[config.mk]
export PLATFORM = sky130hd
export DESIGN_NAME = dashed_rule_splitter
export DESIGN_NICKNAME = d
export VERILOG_FILES = /design/src/hw/rtl/drs_pkg.sv /design/src/hw/rtl/drs_div.sv /design/src/hw/rtl/drs_datapath.sv /design/src/hw/rtl/drs_ctrl.sv /design/src/hw/rtl/dashed_rule_splitter.sv
export SDC_FILE = /design/constraint.sdc
export NUM_CORES = 1
export LEC_CHECK = 0
export ABC_CLOCK_PERIOD_IN_PS = 10900
export BUFFER_PORTS_ARGS = -buffer_cell sky130_fd_sc_hd__buf_2
export CORE_UTILIZATION = 50
export CTS_BUF_LIST = sky130_fd_sc_hd__clkbuf_16
export CTS_CLUSTER_SIZE = 10
export DETAILED_ROUTE_END_ITERATION = 8
export PLACE_DENSITY = 0.7
export SYNTH_ARGS = -nofsm -noshare
export SYNTH_HDL_FRONTEND = slang
export SYNTH_SLANG_ARGS = --single-unit
[constraint.sdc]
create_clock -name aclk -period 10.9 [get_ports aclk]
set_clock_uncertainty 0.15 [all_clocks]
set_input_delay 2.725 -clock aclk [delete_from_list [all_inputs] [get_ports aclk]]
set_output_delay 2.725 -clock aclk [all_outputs]
set_load 0.01 [all_outputs]
[src/hw/rtl/drs_pkg.sv]
`timescale 1ns / 1ps

package drs_pkg;

    localparam int unsigned COORD_W  = 15;   // clamped coordinate / length width
    localparam int unsigned POS_W    = 17;   // run position width
    localparam int unsigned QUO_W    = 15;   // divider quotient width
    localparam int unsigned DVS_W    = 6;    // divider divisor width
    localparam int unsigned CNT_W    = 6;    // dash count width
    localparam int unsigned PITCH_W  = 12;   // dash pitch width
    localparam int unsigned RECIP_W  = 16;   // reciprocal of the dash period
    localparam int unsigned RECIP_SH = 21;
    localparam int unsigned PROD_W   = COORD_W + RECIP_W;
    localparam int unsigned NQ_W     = PROD_W - RECIP_SH;

    localparam logic [COORD_W-1:0] MAX_LENGTH   = 15'd3839;
    localparam logic [COORD_W-1:0] BLACK_DASH   = 15'd40;
    localparam logic [COORD_W-1:0] DASH_PERIOD  = 15'd60;
    // ceil(2^21 / 60); exact floor(len / 60) for any 15-bit length
    localparam logic [RECIP_W-1:0] RECIP_PERIOD = 16'd34953;
    localparam logic [CNT_W-1:0]   DASH_CAP     = 6'd63;

    typedef enum logic [2:0] {
        ST_IDLE,
        ST_CHECK,
        ST_DIV_S_GO,
        ST_DIV_S,
        ST_EMIT_FIRST,
        ST_EMIT_DASH
    } drs_state_t;

    typedef struct packed {
        logic         load;
        logic         div_start;
        logic         cap_n;
        logic         cap_s;
        logic         emit_first;
        logic         emit_dash;
    } drs_cmd_t;

    typedef struct packed {
        logic single;
        logic div_done;
        logic out_free;
        logic last_dash;
    } drs_status_t;

endpackage

[src/hw/rtl/drs_div.sv]
`timescale 1ns / 1ps

// Restoring divider, one quotient bit per cycle.
module drs_div (
    input  logic                       aclk,
    input  logic                       aresetn,
    input  logic                       start,
    input  logic [drs_pkg::QUO_W-1:0]  dividend,
    input  logic [drs_pkg::DVS_W-1:0]  divisor,
    output logic                       done,
    output logic [drs_pkg::QUO_W-1:0]  quotient,
    output logic [drs_pkg::DVS_W-1:0]  remainder
);
    import drs_pkg::*;

    localparam int unsigned STEP_W = $clog2(QUO_W);
    localparam logic [STEP_W-1:0] LAST_STEP = STEP_W'(QUO_W - 1);

    logic                busy_reg,  busy_next;
    logic                done_reg,  done_next;
    logic [STEP_W-1:0]   cnt_reg,   cnt_next;
    logic [QUO_W-1:0]    quo_reg,   quo_next;
    logic [DVS_W-1:0]    rem_reg,   rem_next;
    logic [DVS_W-1:0]    dvs_reg,   dvs_next;

    logic [DVS_W:0]      trial;
    logic [DVS_W:0]      diff;
    logic                ge;

    assign trial = {rem_reg, quo_reg[QUO_W-1]};
    assign ge    = (trial >= {1'b0, dvs_reg});
    assign diff  = trial - {1'b0, dvs_reg};

    always_comb begin
        busy_next = busy_reg;
        done_next = 1'b0;
        cnt_next  = cnt_reg;
        quo_next  = quo_reg;
        rem_next  = rem_reg;
        dvs_next  = dvs_reg;
        if (start) begin
            busy_next = 1'b1;
            cnt_next  = LAST_STEP;
            quo_next  = dividend;
            rem_next  = '0;
            dvs_next  = divisor;
        end else if (busy_reg) begin
            quo_next = {quo_reg[QUO_W-2:0], ge};
            rem_next = ge ? diff[DVS_W-1:0] : trial[DVS_W-1:0];
            cnt_next = cnt_reg - 1'b1;
            if (cnt_reg == '0) begin
                busy_next = 1'b0;
                done_next = 1'b1;
            end
        end
    end

    always_ff @(posedge aclk) begin
        if (!aresetn) begin
            busy_reg <= 1'b0;
            done_reg <= 1'b0;
            cnt_reg  <= '0;
        end else begin
            busy_reg <= busy_next;
            done_reg <= done_next;
            cnt_reg  <= cnt_next;
        end
        quo_reg <= quo_next;
        rem_reg <= rem_next;
        dvs_reg <= dvs_next;
    end

    assign done      = done_reg;
    assign quotient  = quo_reg;
    assign remainder = rem_reg;

endmodule

[src/hw/rtl/drs_datapath.sv]
`timescale 1ns / 1ps

module drs_datapath (
    input  logic                  aclk,
    input  logic                  aresetn,
    input  drs_pkg::drs_cmd_t     cmd,
    output drs_pkg::drs_status_t  status,
    input  logic [63:0]           s_tdata,
    input  logic [1:0]            s_tuser,
    output logic                  m_tvalid,
    input  logic                  m_tready,
    output logic [63:0]           m_tdata,
    output logic                  m_tlast
);
    import drs_pkg::*;

    logic [COORD_W-1:0] x_reg,     x_next;
    logic [COORD_W-1:0] y_reg,     y_next;
    logic [COORD_W-1:0] len_reg,   len_next;
    logic [COORD_W-1:0] thick_reg, thick_next;
    logic               dashed_reg, dashed_next;
    logic               vert_reg,  vert_next;
    logic [CNT_W-1:0]   n_reg,     n_next;
    logic [PITCH_W-1:0] pitch_reg, pitch_next;
    logic [DVS_W-1:0]   rem_reg,   rem_next;
    logic [POS_W-1:0]   pos_reg,   pos_next;

    logic               mvalid_reg, mvalid_next;
    logic [63:0]        mdata_reg,  mdata_next;
    logic               mlast_reg,  mlast_next;

    logic [COORD_W-1:0] in_x, in_y, in_len_c, in_len;
    logic               div_done;
    logic [QUO_W-1:0]   div_quo;
    logic [DVS_W-1:0]   div_rem;
    logic [QUO_W-1:0]   div_dividend;
    logic [DVS_W-1:0]   div_divisor;
    logic [PROD_W-1:0]  n_prod;
    logic [NQ_W-1:0]    n_quo;
    logic               single;
    logic               out_free;
    logic [COORD_W-1:0] seg_len;
    logic [15:0]        seg_x, seg_y;
    logic [14:0]        seg_h, seg_w;

    // negative fields clamp to zero
    assign in_x     = s_tdata[15] ? '0 : s_tdata[14:0];
    assign in_y     = s_tdata[31] ? '0 : s_tdata[30:16];
    assign in_len_c = s_tdata[47] ? '0 : s_tdata[46:32];
    assign in_len   = (in_len_c > MAX_LENGTH) ? MAX_LENGTH : in_len_c;

    assign single   = !dashed_reg || (len_reg < DASH_PERIOD);
    assign out_free = !mvalid_reg || m_tready;

    // dash count = length / 60 by reciprocal multiply
    assign n_prod = PROD_W'(len_reg) * PROD_W'(RECIP_PERIOD);
    assign n_quo  = n_prod[PROD_W-1:RECIP_SH];

    assign div_dividend = len_reg - BLACK_DASH;
    assign div_divisor  = n_reg;

    drs_div u_div (
        .aclk      (aclk),
        .aresetn   (aresetn),
        .start     (cmd.div_start),
        .dividend  (div_dividend),
        .divisor   (div_divisor),
        .done      (div_done),
        .quotient  (div_quo),
        .remainder (div_rem)
    );

    assign seg_len = cmd.emit_dash ? BLACK_DASH
                   : (single ? len_reg : (COORD_W'(rem_reg) + BLACK_DASH));

    always_comb begin
        if (vert_reg) begin
            seg_x = {1'b0, x_reg};
            seg_y = pos_reg[15:0];
            seg_h = seg_len;
            seg_w = thick_reg;
        end else begin
            seg_x = pos_reg[15:0];
            seg_y = {1'b0, y_reg};
            seg_h = thick_reg;
            seg_w = seg_len;
        end
    end

    always_comb begin
        x_next      = x_reg;
        y_next      = y_reg;
        len_next    = len_reg;
        thick_next  = thick_reg;
        dashed_next = dashed_reg;
        vert_next   = vert_reg;
        n_next      = n_reg;
        pitch_next  = pitch_reg;
        rem_next    = rem_reg;
        pos_next    = pos_reg;
        mvalid_next = mvalid_reg;
        mdata_next  = mdata_reg;
        mlast_next  = mlast_reg;

        if (cmd.load) begin
            x_next      = in_x;
            y_next      = in_y;
            len_next    = in_len;
            thick_next  = s_tdata[62:48];
            dashed_next = s_tuser[0];
            vert_next   = s_tuser[1];
            pos_next    = POS_W'(s_tuser[1] ? in_y : in_x);
        end

        if (cmd.cap_n) begin
            n_next = (n_quo > NQ_W'(DASH_CAP)) ? DASH_CAP : n_quo[CNT_W-1:0];
        end

        if (cmd.cap_s) begin
            pitch_next = div_quo[PITCH_W-1:0];
            rem_next   = div_rem;
        end

        if (m_tready) begin
            mvalid_next = 1'b0;
        end

        if (cmd.emit_first || cmd.emit_dash) begin
            mvalid_next = 1'b1;
            mdata_next  = {2'b00, seg_w, seg_h, seg_y, seg_x};
        end

        if (cmd.emit_first) begin
            mlast_next = single;
            // first 40-dot dash starts at start + first + s - 40 = start + rem + s
            pos_next   = pos_reg + POS_W'(rem_reg) + POS_W'(pitch_reg);
        end

        if (cmd.emit_dash) begin
            mlast_next = (n_reg == CNT_W'(1));
            pos_next   = pos_reg + POS_W'(pitch_reg);
            n_next     = n_reg - 1'b1;
        end
    end

    always_ff @(posedge aclk) begin
        if (!aresetn) begin
            mvalid_reg <= 1'b0;
            n_reg      <= '0;
            pitch_reg  <= '0;
            pos_reg    <= '0;
        end else begin
            mvalid_reg <= mvalid_next;
            n_reg      <= n_next;
            pitch_reg  <= pitch_next;
            pos_reg    <= pos_next;
        end
        x_reg      <= x_next;
        y_reg      <= y_next;
        len_reg    <= len_next;
        thick_reg  <= thick_next;
        dashed_reg <= dashed_next;
        vert_reg   <= vert_next;
        rem_reg    <= rem_next;
        mdata_reg  <= mdata_next;
        mlast_reg  <= mlast_next;
    end

    assign status.single    = single;
    assign status.div_done  = div_done;
    assign status.out_free  = out_free;
    assign status.last_dash = (n_reg == CNT_W'(1));

    assign m_tvalid = mvalid_reg;
    assign m_tdata  = mdata_reg;
    assign m_tlast  = mlast_reg;

endmodule

[src/hw/rtl/drs_ctrl.sv]
`timescale 1ns / 1ps

module drs_ctrl (
    input  logic                  aclk,
    input  logic                  aresetn,
    input  logic                  s_tvalid,
    output logic                  s_tready,
    input  drs_pkg::drs_status_t  status,
    output drs_pkg::drs_cmd_t     cmd
);
    import drs_pkg::*;

    drs_state_t state_reg, state_next;

    always_comb begin
        state_next = state_reg;
        unique case (state_reg)
            ST_IDLE: begin
                if (s_tvalid) state_next = ST_CHECK;
            end
            ST_CHECK: begin
                state_next = status.single ? ST_EMIT_FIRST : ST_DIV_S_GO;
            end
            ST_DIV_S_GO: begin
                state_next = ST_DIV_S;
            end
            ST_DIV_S: begin
                if (status.div_done) state_next = ST_EMIT_FIRST;
            end
            ST_EMIT_FIRST: begin
                if (status.out_free) state_next = status.single ? ST_IDLE : ST_EMIT_DASH;
            end
            ST_EMIT_DASH: begin
                if (status.out_free && status.last_dash) state_next = ST_IDLE;
            end
            default: state_next = ST_IDLE;
        endcase
    end

    always_comb begin
        cmd      = '0;
        s_tready = 1'b0;
        unique case (state_reg)
            ST_IDLE: begin
                s_tready = 1'b1;
                cmd.load = s_tvalid;
            end
            ST_CHECK: begin
                cmd.cap_n = !status.single;
            end
            ST_DIV_S_GO: begin
                cmd.div_start = 1'b1;
            end
            ST_DIV_S: begin
                cmd.cap_s = status.div_done;
            end
            ST_EMIT_FIRST: begin
                cmd.emit_first = status.out_free;
            end
            ST_EMIT_DASH: begin
                cmd.emit_dash = status.out_free;
            end
            default: begin
                cmd = '0;
            end
        endcase
    end

    always_ff @(posedge aclk) begin
        if (!aresetn) begin
            state_reg <= ST_IDLE;
        end else begin
            state_reg <= state_next;
        end
    end

endmodule

[src/hw/rtl/dashed_rule_splitter.sv]
`timescale 1ns / 1ps
// A solid or short line gives a single rectangle.
// A dashed line gets its dash count by a reciprocal multiply, then runs one serial
// divide for the pitch; its first rectangle follows the divide, then one rectangle per cycle
// while the output is not stalled (n+1 in all, n <= 63).
// Lines are taken one at a time: the next line is accepted only after the last rectangle
// of the current line has been loaded into the output register.
// Reset: synchronous, active low; returns to idle with no result pending.
module dashed_rule_splitter (
    input  logic        aclk,
    input  logic        aresetn,
    input  logic        s_tvalid,
    output logic        s_tready,
    input  logic [63:0] s_tdata,   // start_x[15:0], start_y[31:16], line_length[47:32],
                                   // thickness[62:48], zero[63]
    input  logic [1:0]  s_tuser,   // is_dashed[0], is_vertical[1]
    output logic        m_tvalid,
    input  logic        m_tready,
    output logic [63:0] m_tdata,   // seg_x[15:0], seg_y[31:16], seg_height[46:32],
                                   // seg_width[61:47], zero[63:62]
    output logic        m_tlast
);
    import drs_pkg::*;

    drs_cmd_t    cmd;
    drs_status_t status;

    drs_ctrl u_ctrl (
        .aclk     (aclk),
        .aresetn  (aresetn),
        .s_tvalid (s_tvalid),
        .s_tready (s_tready),
        .status   (status),
        .cmd      (cmd)
    );

    drs_datapath u_dp (
        .aclk     (aclk),
        .aresetn  (aresetn),
        .cmd      (cmd),
        .status   (status),
        .s_tdata  (s_tdata),
        .s_tuser  (s_tuser),
        .m_tvalid (m_tvalid),
        .m_tready (m_tready),
        .m_tdata  (m_tdata),
        .m_tlast  (m_tlast)
    );

endmodule

======== After elaboration in Yosys (flattened, before gate mapping) ========
Cells that the tools add are included.
storage, ports and cells
  register bits ........................... 203
  bits of input ports ..................... 70
  output and inout port bits .............. 67
  word-level logic and storage cells ...... 108
cells by class
  $add $sub $neg .......................... 8
  multiply operators ...................... 1
  magnitude comparators ................... 4
  eq/ne operators ......................... 10
  multiplexer cells ....................... 43
  bitwise operators ....................... 2
  reduce and logical (&&, ||, !) cells .... 17
operators with widths
  cell                                                                           number
  15-bit 2-to-1 mux                                                              12
  17-bit 2-to-1 mux                                                              3
  17-bit by 12-bit adder with 17-bit output                                      2
  15-bit by 16-bit multiplier with 31-bit output, second input constant          1
  6-bit 2-to-1 mux                                                               4
  3-bit 2-to-1 mux                                                               6
  3-bit case mux with 6 select lines                                             1
  17-bit by 6-bit adder with 17-bit output                                       1
  15-bit by 12-bit > comparator with 1-bit output, second input constant         1
  15-bit by 6-bit less-than comparator with 1-bit output, second input constant  1
  1-bit 2-to-1 mux                                                               15
  15-bit by 6-bit subtractor with 15-bit output, second input constant           1
  10-bit by 6-bit > comparator with 1-bit output, second input constant          1
  4-bit 2-to-1 mux                                                               2
  2-bit nonzero test                                                             4
  6-bit by 6-bit adder with 7-bit output, second input constant                  1
  7-bit by 6-bit >= comparator with 1-bit output                                 1
  3-bit by 2-bit == test with 1-bit output, second input constant                2
  3-bit == test, second input constant                                           2
  6-bit by 1-bit == test with 1-bit output, second input constant                1
  2-bit by 1-bit inequality test with 1-bit output, second input constant        3
  6-bit by 1-bit subtractor with 6-bit output, second input constant             1
  6-bit subtractor                                                               1
  4-bit zero test                                                                1
  other kinds (12)                                                               17

======== Depth between registers and ports, before layout ========
Gate-level depths: netlist (run 1).
  depth after elaboration ................. 6
  gate-level depth with buffers ........... 16
  gate-level depth less buffers ........... 16

======== By module ========
Synthesis (run 1) repeated with hierarchy kept, for this count alone.
second synthesis, totals
  cells, all modules ...................... 1,120
  area total of the unflattened synthesis .. 12,434.4 sq um
modules (own cells, without submodules)
  module        times used  cells an instance  area an instance (sq um)  sequential area each (sq um)
  drs_datapath  1           943                10,491.3                  4,634.4
  drs_div       1           143                1,677.9                   870.8
  drs_ctrl      1           34                 265.3                     60.1

======== Least setup slack after synthesis (run 1) ========
OpenSTA, ideal clock, no wires.
  path type ............................... in2reg
  from .................................... in m_tready
  to ...................................... reg u_dp.pos_reg[12]
  setup time .............................. 0.095 ns
  data arrival time ....................... 5.536 ns
  data required time ...................... 10.655 ns
  slack ................................... 5.118 ns
  cell stages on the path ................. 6
  path through ............................ nand2b_1 -> nand2b_1 -> inv_1 -> clkbuf_1 -> o21ai_0 -> a31oi_1
on the way
  word-level cells in the longest chain between the ends .. 4
RTL lines
  item                  RTL line                    source
  start, declared       dashed_rule_splitter.sv:18  input logic m_tready,
  1-bit logical OR *    drs_datapath.sv:53          assign out_free = !mvalid_reg || m_tready;
  1-bit 2-to-1 mux      drs_ctrl.sv:43              unique case (state_reg)
  17-bit 2-to-1 mux     drs_datapath.sv:133         if (cmd.emit_first) begin
  17-bit 2-to-1 mux     drs_datapath.sv:139         if (cmd.emit_dash) begin
  end signal, assigned  drs_datapath.sv:156         pos_reg <= pos_next;
  end, declared         drs_datapath.sv:26          logic [POS_W-1:0] pos_reg, pos_next;
Every way passes the cells marked *; elsewhere a longest branch is shown, timed or not.
A chain may end at the register's enable or synchronous reset.

======== Worst setup path in the final report (run 1) ========
  from .................................... reg u_dp.len_reg[11]
  to ...................................... reg u_dp.n_reg[0], in the netlist u_dp.div_divisor[0]
on the way
  word-level cells in the longest chain between the ends .. 5
RTL lines
  item                                                                                                                      RTL line                                 source
  start, declared                                                                                                           drs_datapath.sv:19                       logic [COORD_W-1:0] len_reg, len_next;
  start signal, assigned                                                                                                    drs_datapath.sv:160                      len_reg <= len_next;
  15-bit by 16-bit multiplier with 31-bit output or 15-bit by 6-bit less-than comparator with 1-bit output (tied branches)  drs_datapath.sv:56, drs_datapath.sv:52
  10-bit by 6-bit > comparator with 1-bit output or 1-bit logical OR (tied branches)                                        drs_datapath.sv:116, drs_datapath.sv:52
  6-bit 2-to-1 mux or 1-bit zero test (tied branches)                                                                       drs_datapath.sv:116, drs_ctrl.sv:49
  6-bit 2-to-1 mux or 1-bit 2-to-1 mux (tied branches)                                                                      drs_datapath.sv:115, drs_ctrl.sv:43
  6-bit 2-to-1 mux or 2-bit nonzero test (tied branches)                                                                    n/a
  end signal, assigned                                                                                                      drs_datapath.sv:154                      n_reg <= n_next;
  end, declared                                                                                                             drs_datapath.sv:23                       logic [CNT_W-1:0] n_reg, n_next;
Several ways; a longest one is shown, not always the timed one. The select of a mux whose other input is x is not followed.

==> results of run 1 <==
==> layout by cell type, fill, tap and decap left out, types with 3 or more instances in the layout <==
| cell type | n |
|---|---|
| mux2_2 | 29 |
| nor3_1 | 18 |
| mux2i_1 | 20 |
| edfxtp_1 | 152 |
| o21a_1 | 7 |
| o21ai_0 | 81 |
| o2111ai_1 | 4 |
| a21o_1 | 10 |
| xor2_1 | 14 |
| or4_1 | 3 |
| dfxtp_1 | 50 |
| o211ai_1 | 4 |
| clkbuf_16 | 25 |
| nand3b_1 | 3 |
| a21oi_1 | 71 |
| buf_2 | 133 |
| inv_1 | 102 |
| and3_1 | 9 |
| o21bai_1 | 3 |
| buf_4 | 6 |
| nand2_1 | 127 |
| nand2b_1 | 8 |
| conb_1 | 5 |
| nor4_1 | 3 |
| xnor2_1 | 27 |
| nor2_1 | 68 |
| a311oi_1 | 3 |
| nor2b_1 | 43 |
| a31oi_1 | 18 |
| fa_1 | 35 |
| a211oi_1 | 11 |
| o31ai_1 | 14 |
| nand3_1 | 15 |
| a221oi_1 | 3 |
| nand4_1 | 7 |
| and2_1 | 5 |
| ha_1 | 122 |
==> layout make-up <==
| type | instances | area, sq um | area share (%) |
|---|---|---|---|
| inverter | 89 | 334 | 2.41 |
| multi-input combinational | 821 | 6160 | 44.5 |
| tap | 319 | 399 | 2.88 |
| clock buffer | 25 | 626 | 4.51 |
| clock inverter | 18 | 68.8 | 0.496 |
| sequential | 202 | 5570 | 40.1 |
| timing repair buffer | 139 | 711 | 5.12 |
==> cells in the mapped netlist, drive strengths merged (11+ instances only) <==
master and n:
a211oi 11, a21oi 71, a31oi 18, clkbuf 41
dfxtp 50, edfxtp 152, fa 35, ha 122
inv 89, mux2 29, mux2i 20, nand2 127
nand3 15, nor2 68, nor2b 43, nor3 18
o21ai 82, o31ai 14, xnor2 27, xor2 14
==> per-stage QoR <==
step / cell area [sq um] / setup slack, ps / cells / hold slack (ps) / power (mW)
after floorplan: 12300 / 5120 / 1160 / 281 / 2.02
after global placement: 13200 / 5620 / 1570 / 302 / 2.29
after detailed placement: 13200 / 5600 / 1570 / 305 / 2.34
after CTS: 13900 / 5550 / 1613 / 319 / 3.05
after global routing: 13900 / 5250 / 1613 / 343 / 3.26
final: 13900 / 5570 / 1613 / 317 / 3.02
==> layer usage <==
| metal | vias to the layer above | part of all wire [%] |
|---|---|---|
| met2 | 201 | 49 |
| li1 | 4367 | - |
| met3 | 47 | 3.7 |
| met5 | - | 0 |
| met4 | 0 | 3.2 |
| met1 | 4206 | 44 |
==> worst reg2reg max path, stage by stage (launching register included) <==
cell and delay [ps]:
edfxtp_1 620, ha_1 420, fa_1 520, inv_1 60, fa_1 510, inv_1 60, fa_1 480, ha_1 310
ha_1 290, nand3_1 80, nor2_1 110, o31ai_1 140, a311oi_1 500, o2111ai_1 210, a21o_1 210, a21oi_1 360
a311oi_1 140
==> report_power, final <==
part	internal, mW	total, mW	switching (mW)
Clock	0.408	0.699	0.291
Sequential	0.992	1.10	0.110
Combinational	0.526	1.22	0.694
Total	1.93	3.02	1.09
==> path summary, 6_finish.rpt <==
check / start / endpoint / slack [ps] / depth (start not counted)
max: u_dp.len_reg[11] / u_dp.div_divisor[0] / 5570 / 16
min: u_dp.u_div.remainder[5] / u_dp.rem_reg[5] / 320 / 0
max reg2reg: u_dp.len_reg[11] / u_dp.div_divisor[0] / 5570 / 16
min reg2reg: u_dp.u_div.remainder[5] / u_dp.rem_reg[5] / 320 / 0
==> cells by family (layout without fill, tap and decap cells) <==
family / Yosys count / in the layout / synth area share, %
buf+inv: 137 / 271 / 4.28
fa+ha+maj: 157 / 157 / 18.2
other cells: 1 / 5 / 0.0306
simple gates: 318 / 318 / 12.2
compound gates: 251 / 251 / 12.6
flops: 202 / 202 / 45.5
xor+xnor: 41 / 41 / 2.93
mux: 49 / 49 / 4.30
==> results.cfg, run 1 <==
[critical_path]
slowest_delay_ps = 620
cp_top_family = adder cells
cp-start-kind = register
critPathMaxFanout = 8
cp_num_buf_inv = 2
crit_required_ps = 11080
critPathSlowestCell = edfxtp_1
crit_path_end_kind = register
critPathArrivalTime_ps = 5520
crit_path_cell_trace = ha_1 > fa_1 > inv_1 > fa_1 > inv_1 > fa_1 > ha_1 > ha_1 > nand3_1 > nor2_1 > o31ai_1 > a311oi_1 > o2111ai_1 > a21o_1 > a21oi_1 > a311oi_1
critPathKind = register to register

[yosys]
yosysWarningCount = 0
ys_ff_latch = 202
ys_types = 63
synth_area_leaders = edfxtp_1 37%, ha_1 12%, dfxtp_1 8.2%
synth_area_leader_cell = edfxtp_1
synth_edf_count = 152
ys_async_sr_fraction_pct = 0
synth_ff_type = edfxtp_1
synth_cells = 1156
syn_avg_cell_area_sq_um = 10.6
netlist_area_sq_um = 12200
synth_top_area_share_pct = 37.3
ys_seq_area_share_pct = 45.5

[drt]
vias_per_cell = 5.47
wl_mm = 26.6
drcViolationCount = 0
ant_nets = 0
dr.pass1.iters = 5
vias = 8821
wl_per_cell_microns = 16.5
drtIter0Drc = 472

[pwr]
p_per_area_nw_per_um2 = 218
peakVddDrop_mv = 0.248
leakagePower_nw = 5.94

[timing]
maxSlewViolCount = 0
max_freq_mhz = 187
finalSetupViolCount = 0
hold_viol_final = 0
tns_ps = 0
max-slew-margin-rel_pct = 24.0
fin_crit_ps = 5330
tightestPinTransition_ps = 1140
post-route-period-util_pct = 48.9
grt_setup_unrepaired = no

[grt]
met2_usage_pct = 37.1
use_met1_pct = 27.2
grt_use_total_pct = 21.4
grt_pass1_wl_mm = 42.0
first_global_vias = 8399
overflow = 0
grt_max_degree = 78
antenna_found_initial = 0
top_usage_layer = met2
gr-usage-met3_pct = 2.40

[run_status]
status = finished clean

[clocking]
cts_tree = yes
cts_setup_buffers = 0
cts.clk_slew.worst_paths_ps = 50
cts-resized-gates = 0
htree_levels = 1
cts.sinks = 202
clk_path_buf_depth = 3
cts_hold_buf = 0
clockRootBuffer = clkbuf_16
cts_made_buffers = 24
clkLatencyLatePin_ps = 500

[final_layout]
fillers = 1990
diodes = 0
layout.nets = 1504
largest_reg_flops = 62
utilization_pct = 58.4
drive_gt1_share_pct = 15.7
area_growth_pct = 13.3

[die]
die_h_microns = 158
num_rows = 56
num_io_pins = 137
start_util_pct = 51.5
coreArea_sq_um = 23800
die_area_sq_um = 25100
die_w_microns = 158

[placement]
routabilityCongestion = 0.842
io_buffers = 133
dpl.hpwl_mm = 19.9

[worst_hold_path]
hold_class = register to register

[job]
maxCapViolations = 0
No activity file was read; power rests on OpenSTA's default activity.
==> run 2, diff against run 1 <==
ABC_AREA = 1   (was unset)
ABC_CLOCK_PERIOD_IN_PS = 5000   (was 10900)
PLACE_DENSITY = 0.69   (was 0.7)
clock period = 5 ns   (was 10.9 ns; I/O delays follow)
==> run 2 against run 1 <==
Cell count grew 29%. Synthesized area grew 8.1%. Count of clock-buffer cells in the layout grew 1. Non-clock buffer count grew 6. Largest power group unchanged.
==> results.cfg, run 2 <==
[run_status]
status = finished clean

[timing]
hold_viol_final = 0
tns_ps = 0
post-route-period-util_pct = 91.2
max_freq_mhz = 219
tightestPinTransition_ps = 829
grt_setup_unrepaired = no
maxSlewViolCount = 0
max-slew-margin-rel_pct = 44.6
finalSetupViolCount = 0
fin_crit_ps = 4560

[yosys]
synth_xor_area_share_pct = 1.85
synthMuxAreaShare_pct = 0
ys_ff_latch = 202
yosysWarningCount = 0
synth_edf_count = 152
synth_fa_ha_area_share_pct = 16.8
synth_top_family_by_area = simple AND/OR/NAND/NOR gates
ys_types = 52
synth_cells = 1591
syn_avg_cell_area_sq_um = 8.31
ys_async_sr_fraction_pct = 0
netlist_area_sq_um = 13200
synth_top_area_share_pct = 34.5
synth_area_leaders = edfxtp_1 35%, nand2_1 12%, ha_1 12%
yosys.area_share.simple_pct = 20.3
ys_top_cells_by_count = 416 x nand2_1, 246 x inv_1, 152 x edfxtp_1, 146 x nor2_1, 135 x o21ai_0
synth_area_leader_cell = edfxtp_1
synth_ff_type = edfxtp_1
synth_most_common_cell = nand2_1
synth_compound_gate_area_share_pct = 10.2
ys_seq_area_share_pct = 42.1

[die]
die_area_sq_um = 27100
die_h_microns = 165
start_util_pct = 50.9
num_rows = 59
coreArea_sq_um = 26000
num_io_pins = 137
die_w_microns = 165

[drt]
drcViolationCount = 0
wl_mm = 33.1
ant_nets = 0
vias = 11000
drtIter0Drc = 848
dr.pass1.iters = 6
wl_per_cell_microns = 15.9
vias_per_cell = 5.26

[placement]
routabilityCongestion = 0.966
place_area_sq_um = 14200
io_buffers = 133
dpl.hpwl_mm = 25.7

[clocking]
clockRootBuffer = clkbuf_16
cts_setup_buffers = 0
cts.clk_slew.worst_paths_ps = 60
clk_path_buf_depth = 3
cts_made_buffers = 25
htree_levels = 1
cts_hold_buf = 0
cts_tree = yes
clkLatencyLatePin_ps = 520
cts-resized-gates = 0
cts.sinks = 202

[final_layout]
drive_gt1_share_pct = 11.3
diodes = 0
fillers = 2320
layout.nets = 1953
multiInputGateArea_sq_um = 6530
largest_reg_flops = 62
fin_area_sq_um = 15000
final_cell_mix = 416 x nand2_1, 261 x inv_1, 152 x edfxtp_1
regArea_sq_um = 5570
area_growth_pct = 13.3
layout_commonest_cell = nand2_1

[critical_path]
crit_path_end_kind = register
crit_path_cell_trace = ha_1 > fa_1 > inv_1 > fa_1 > inv_1 > fa_1 > ha_1 > ha_1 > nand2_1 > nor2_2 > inv_1 > nor3_1 > nand2_1 > nand2_1 > nand2_1 > nand2_1 > nand2_1 > nor2_4 > nand2_1 > nand2_1 > a21oi_1
cp-start-kind = register
cp.depth = 21
crit_top_cell = nand2_1
slowest_delay_ps = 530
critPathSlowestCell = edfxtp_1
crit_required_ps = 5260
critPathArrivalTime_ps = 4820
critPathKind = register to register
cp_top_family = adder cells
reg2regPathDepth = 21
cp_num_buf_inv = 3
critPathMaxFanout = 6

[pwr]
seq_power_share_pct = 27.1
leakagePower_nw = 7.38
netSwitchingFraction_pct = 46.4
internal_power_mw = 5.31
p_per_area_nw_per_um2 = 661
p_switching_mw = 4.60
clockPowerShare_pct = 16.8
combPwrFrac_pct = 56.2
peakVddDrop_mv = 0.467

[job]
maxCapViolations = 0

[grt]
overflow = 0
first_global_vias = 10700
antenna_found_initial = 0
top_usage_layer = met2
gr-usage-met3_pct = 2.21
grt_max_degree = 63
grt_pass1_wl_mm = 52.9
use_met1_pct = 34.2
met2_usage_pct = 42.1
grt_use_total_pct = 24.9

[worst_hold_path]
hold_class = register to register
min_path_cells = 0
[run 2: cell count changes after synthesis, moves of 20 or more]
cell	before	now
nand3_1	15	58
nor2_1	68	146
inv_1	89	246
mux2i_1	20	0
mux2_2	29	0
o21ai_0	81	135
nand2_1	127	416
nor2b_1	43	0
xnor2_1	27	4
[run 2: logic make-up (layout without fill, tap and decap cells)]
family,Yosys count,count (layout)
AOI/OAI and AO/OA,251,251
xor gates and xnor gates,28,28
DFF,202,202
buffers and inverters,294,444
adders and majority gates,157,157
and+or+nand+nor,658,658
other,1,5
[run 2: final timing paths]
path | startpoint | endpoint | slack (ps)
worst max-delay path | u_dp.len_reg[14] | u_dp.div_divisor[5] | 440
worst min-delay path | u_dp.div_divisor[5] | u_dp.u_div.dvs_reg[5] | 310
worst max register to register | u_dp.len_reg[14] | u_dp.div_divisor[5] | 440
worst min register to register | u_dp.div_divisor[5] | u_dp.u_div.dvs_reg[5] | 310
[run 2: power groups by stage]
| stage | Clock, mW | Combinational, mW | Sequential, mW |
|---|---|---|---|
| after floorplan | 0 | 4.11 | 2.67 |
| after global placement | 0 | 5.43 | 2.69 |
| after detailed placement | 0 | 5.53 | 2.71 |
| after CTS | 1.69 | 5.56 | 2.68 |
| after global routing | 1.76 | 6.46 | 2.73 |
| final | 1.66 | 5.56 | 2.68 |
[run 2: through the flow]
stage | setup WS [ps] | std cells | total power [mW] | utilization [%] | hold slack [ps]
after floorplan | 783 | 1595 | 6.77 | - | 275
final | 441 | 2080 | 9.91 | 57.7 | 314
after global routing | 84.0 | 2080 | 10.9 | 57.7 | 316
after detailed placement | 376 | 2034 | 8.24 | 54.7 | 295
after global placement | 419 | 2034 | 8.12 | 54.7 | 300
after CTS | 359 | 2080 | 9.93 | 57.7 | 310
[run 2: metal layers]
layer  routed length [microns]  vias up
li1                          -     5448
met1                     15100     5119
met2                     15600      340
met3                      1700       43
met4                       622        0
met5                         0        -
[run 2: layout make-up]
class                           instances  area share [%]
Inverter                              253            6.37
Clock inverter                         20           0.735
Tap cell                              335            2.80
Sequential cell                       202            37.1
Clock buffer                           26            4.34
Timing Repair Buffer                  145            5.04
Multi-Input combinational cell       1099            43.6
[run 2: worst register-to-register path, delay by kind of cell, from the launching register on]
kind	cells	cell delay [ps]
flops	1	530
simple gates	11	1030
fa+ha+maj	6	2480
buf+inv	3	200
compound gates	1	60
==> run 3, diff against run 2 <==
==> constraint.sdc (replaced) <==
create_clock -name aclk -period 5 [get_ports aclk]
set_clock_uncertainty 0.15 [all_clocks]
set_input_delay 0.25 -clock aclk [delete_from_list [all_inputs] [get_ports aclk]]
set_output_delay 0.25 -clock aclk [all_outputs]
set_load 0.01 [all_outputs]
==> run 3 against run 2 <==
Cell area grew 3.3%. Count of clock-buffer cells in the layout fell by 1. First-iteration DRC count grew 7.1%. Core utilization up 1.9 points. Cell count up 2.5%. Sequential power is essentially flat. Largest cell class unchanged. Highest routed layer unchanged.
==> results.cfg, run 3 (synthesis results as in run 2) <==
[grt]
grt_max_degree = 68
antenna_found_initial = 0
overflow = 0
grt_use_total_pct = 26.1
grt_pass1_wl_mm = 55.2
first_global_vias = 11000

[clocking]
cts-resized-gates = 0
cts.sinks = 202
cts_made_buffers = 25
clk_path_buf_depth = 3
cts.clk_slew.worst_paths_ps = 60
clockRootBuffer = clkbuf_16
cts_tree = yes
cts_setup_buffers = 0
htree_levels = 1
clkLatencyLatePin_ps = 510

[timing]
maxSlewViolCount = 0
finalSetupViolCount = 0
hold_viol_final = 0
fin_crit_ps = 4560
fin_hold_ws_ps = 13.7
max_freq_mhz = 219
max-slew-margin-rel_pct = 37.9
tightestPinTransition_ps = 932
tns_ps = 0
grt_setup_unrepaired = no
post-route-period-util_pct = 91.2

[drt]
wl_mm = 34.6
wl_per_cell_microns = 16.2
dr.pass1.iters = 7
drtIter0Drc = 908
vias_per_cell = 5.27
drcViolationCount = 0
vias = 11200
ant_nets = 0

[die]
die_w_microns = 165
num_io_pins = 137
start_util_pct = 50.9
coreArea_sq_um = 26000
die_area_sq_um = 27100
die_h_microns = 165
num_rows = 59

[critical_path]
cp.depth = 21
critPathMaxFanout = 6
cp-start-kind = register
cp_top_family = adder cells
slowest_delay_ps = 500
cp_num_buf_inv = 3
critPathArrivalTime_ps = 4810
crit_top_cell = nand2_1
crit_path_end_kind = register
crit_path_cell_trace = ha_1 > fa_1 > inv_1 > fa_1 > inv_1 > fa_1 > ha_1 > ha_1 > nand2_1 > nor2_1 > inv_1 > nor3_1 > nand2_1 > nand2_1 > nand2_1 > nand2_1 > nand2_1 > nor2_4 > nand2_1 > nand2_1 > a21oi_1
critPathKind = register to register
crit_required_ps = 5250
critPathSlowestCell = edfxtp_1
reg2regPathDepth = 21

[pwr]
clockPowerShare_pct = 16.3
netSwitchingFraction_pct = 46.6
p_total_mw = 9.92
seq_power_share_pct = 27.1
leakagePower_nw = 7.57
p_switching_mw = 4.63
peakVddDrop_mv = 0.527
p_per_area_nw_per_um2 = 640
internal_power_mw = 5.29
combPwrFrac_pct = 56.5

[final_layout]
layout.nets = 2005
final_cell_mix = 416 x nand2_1, 260 x inv_1, 152 x edfxtp_1
diodes = 0
layout_commonest_cell = nand2_1
largest_reg_flops = 62
drive_gt1_share_pct = 10.6
area_growth_pct = 17.1

[worst_hold_path]
hold_class = input pin to register
min_path_cells = 3

[run_status]
status = finished clean

[placement]
dpl.hpwl_mm = 25.5
io_buffers = 133
routabilityCongestion = 0.890

[job]
maxCapViolations = 0
[run 3: changes by cell type in the layout (fill, tap and decap cells not counted)]
cell / previous run / this run
clkinv_1: 1 / 3
dlygate4sd3_1: 0 / 56
clkinvlp_4: 0 / 1
nor2_1: 145 / 146
inv_6: 1 / 0
clkbuf_16: 26 / 25
buf_4: 12 / 8
inv_4: 3 / 2
inv_1: 261 / 260
nor2_2: 2 / 1
[run 3: worst paths after layout]
check,startpoint,end,slack [ps]
min reg2reg,u_dp.div_divisor[5],u_dp.u_div.dvs_reg[5],320
min,s_tdata[16],u_dp.y_reg[0],10
max,u_dp.len_reg[14],u_dp.div_divisor[5],440
max reg2reg,u_dp.len_reg[14],u_dp.div_divisor[5],440
[run 3: cell type report]
class,instances,area (sq um)
clock buffer,25,626
clock inverter,20,106
fill,2260,10500
inverter,253,955
multi-input combinational,1099,6530
sequential,202,5570
tap,335,419
timing repair buffer,197,1290
[run 3: worst reg2reg max path: cells and delay by family (launching register included)]
family	cells	cell delay [ps]
DFF	1	500
buffers and inverters	3	220
and+or+nand+nor	11	1090
AOI/OAI and AO/OA	1	70
adders and majority gates	6	2440
[run 3: what timing repair did]
| item | 4_1_cts | 5_1_grt |
|---|---|---|
| hold buffers | 56 | 0 |
| setup endpoints to repair | 0 | 0 |
| hold endpoints to repair | 56 | 0 |
[run 3: power by group through the flow]
stage	Sequential, mW	Combinational, mW	Clock [mW]
after global placement	2.70	5.41	0
final	2.69	5.61	1.62
after floorplan	2.67	4.11	0
after global routing	2.74	6.48	1.70
after detailed placement	2.71	5.52	0
after CTS	2.68	5.59	1.63
[run 3: metal layers]
layer	up-vias	track usage, %	wire (microns)	part of all wire, %
met2	407	45.0	16600	48
met3	53	3.39	2180	6.3
met1	5208	34.4	15300	44
met5	-	0	0	0
met4	0	6.67	550	1.6
li1	5554	-	-	-
[run 3: per-stage QoR]
stage / std cells / cell area (sq um) / setup WS [ps] / utilization [%]
6_report: 2131 / 15500 / 441 / 59.6
3_5_place_dp: 2030 / 14200 / 472 / 54.6
2_1_floorplan: 1595 / 13200 / 783 / -
4_1_cts: 2131 / 15500 / 483 / 59.6
3_3_place_gp: 2030 / 14200 / 493 / 54.6
5_1_grt: 2131 / 15500 / 166 / 59.6
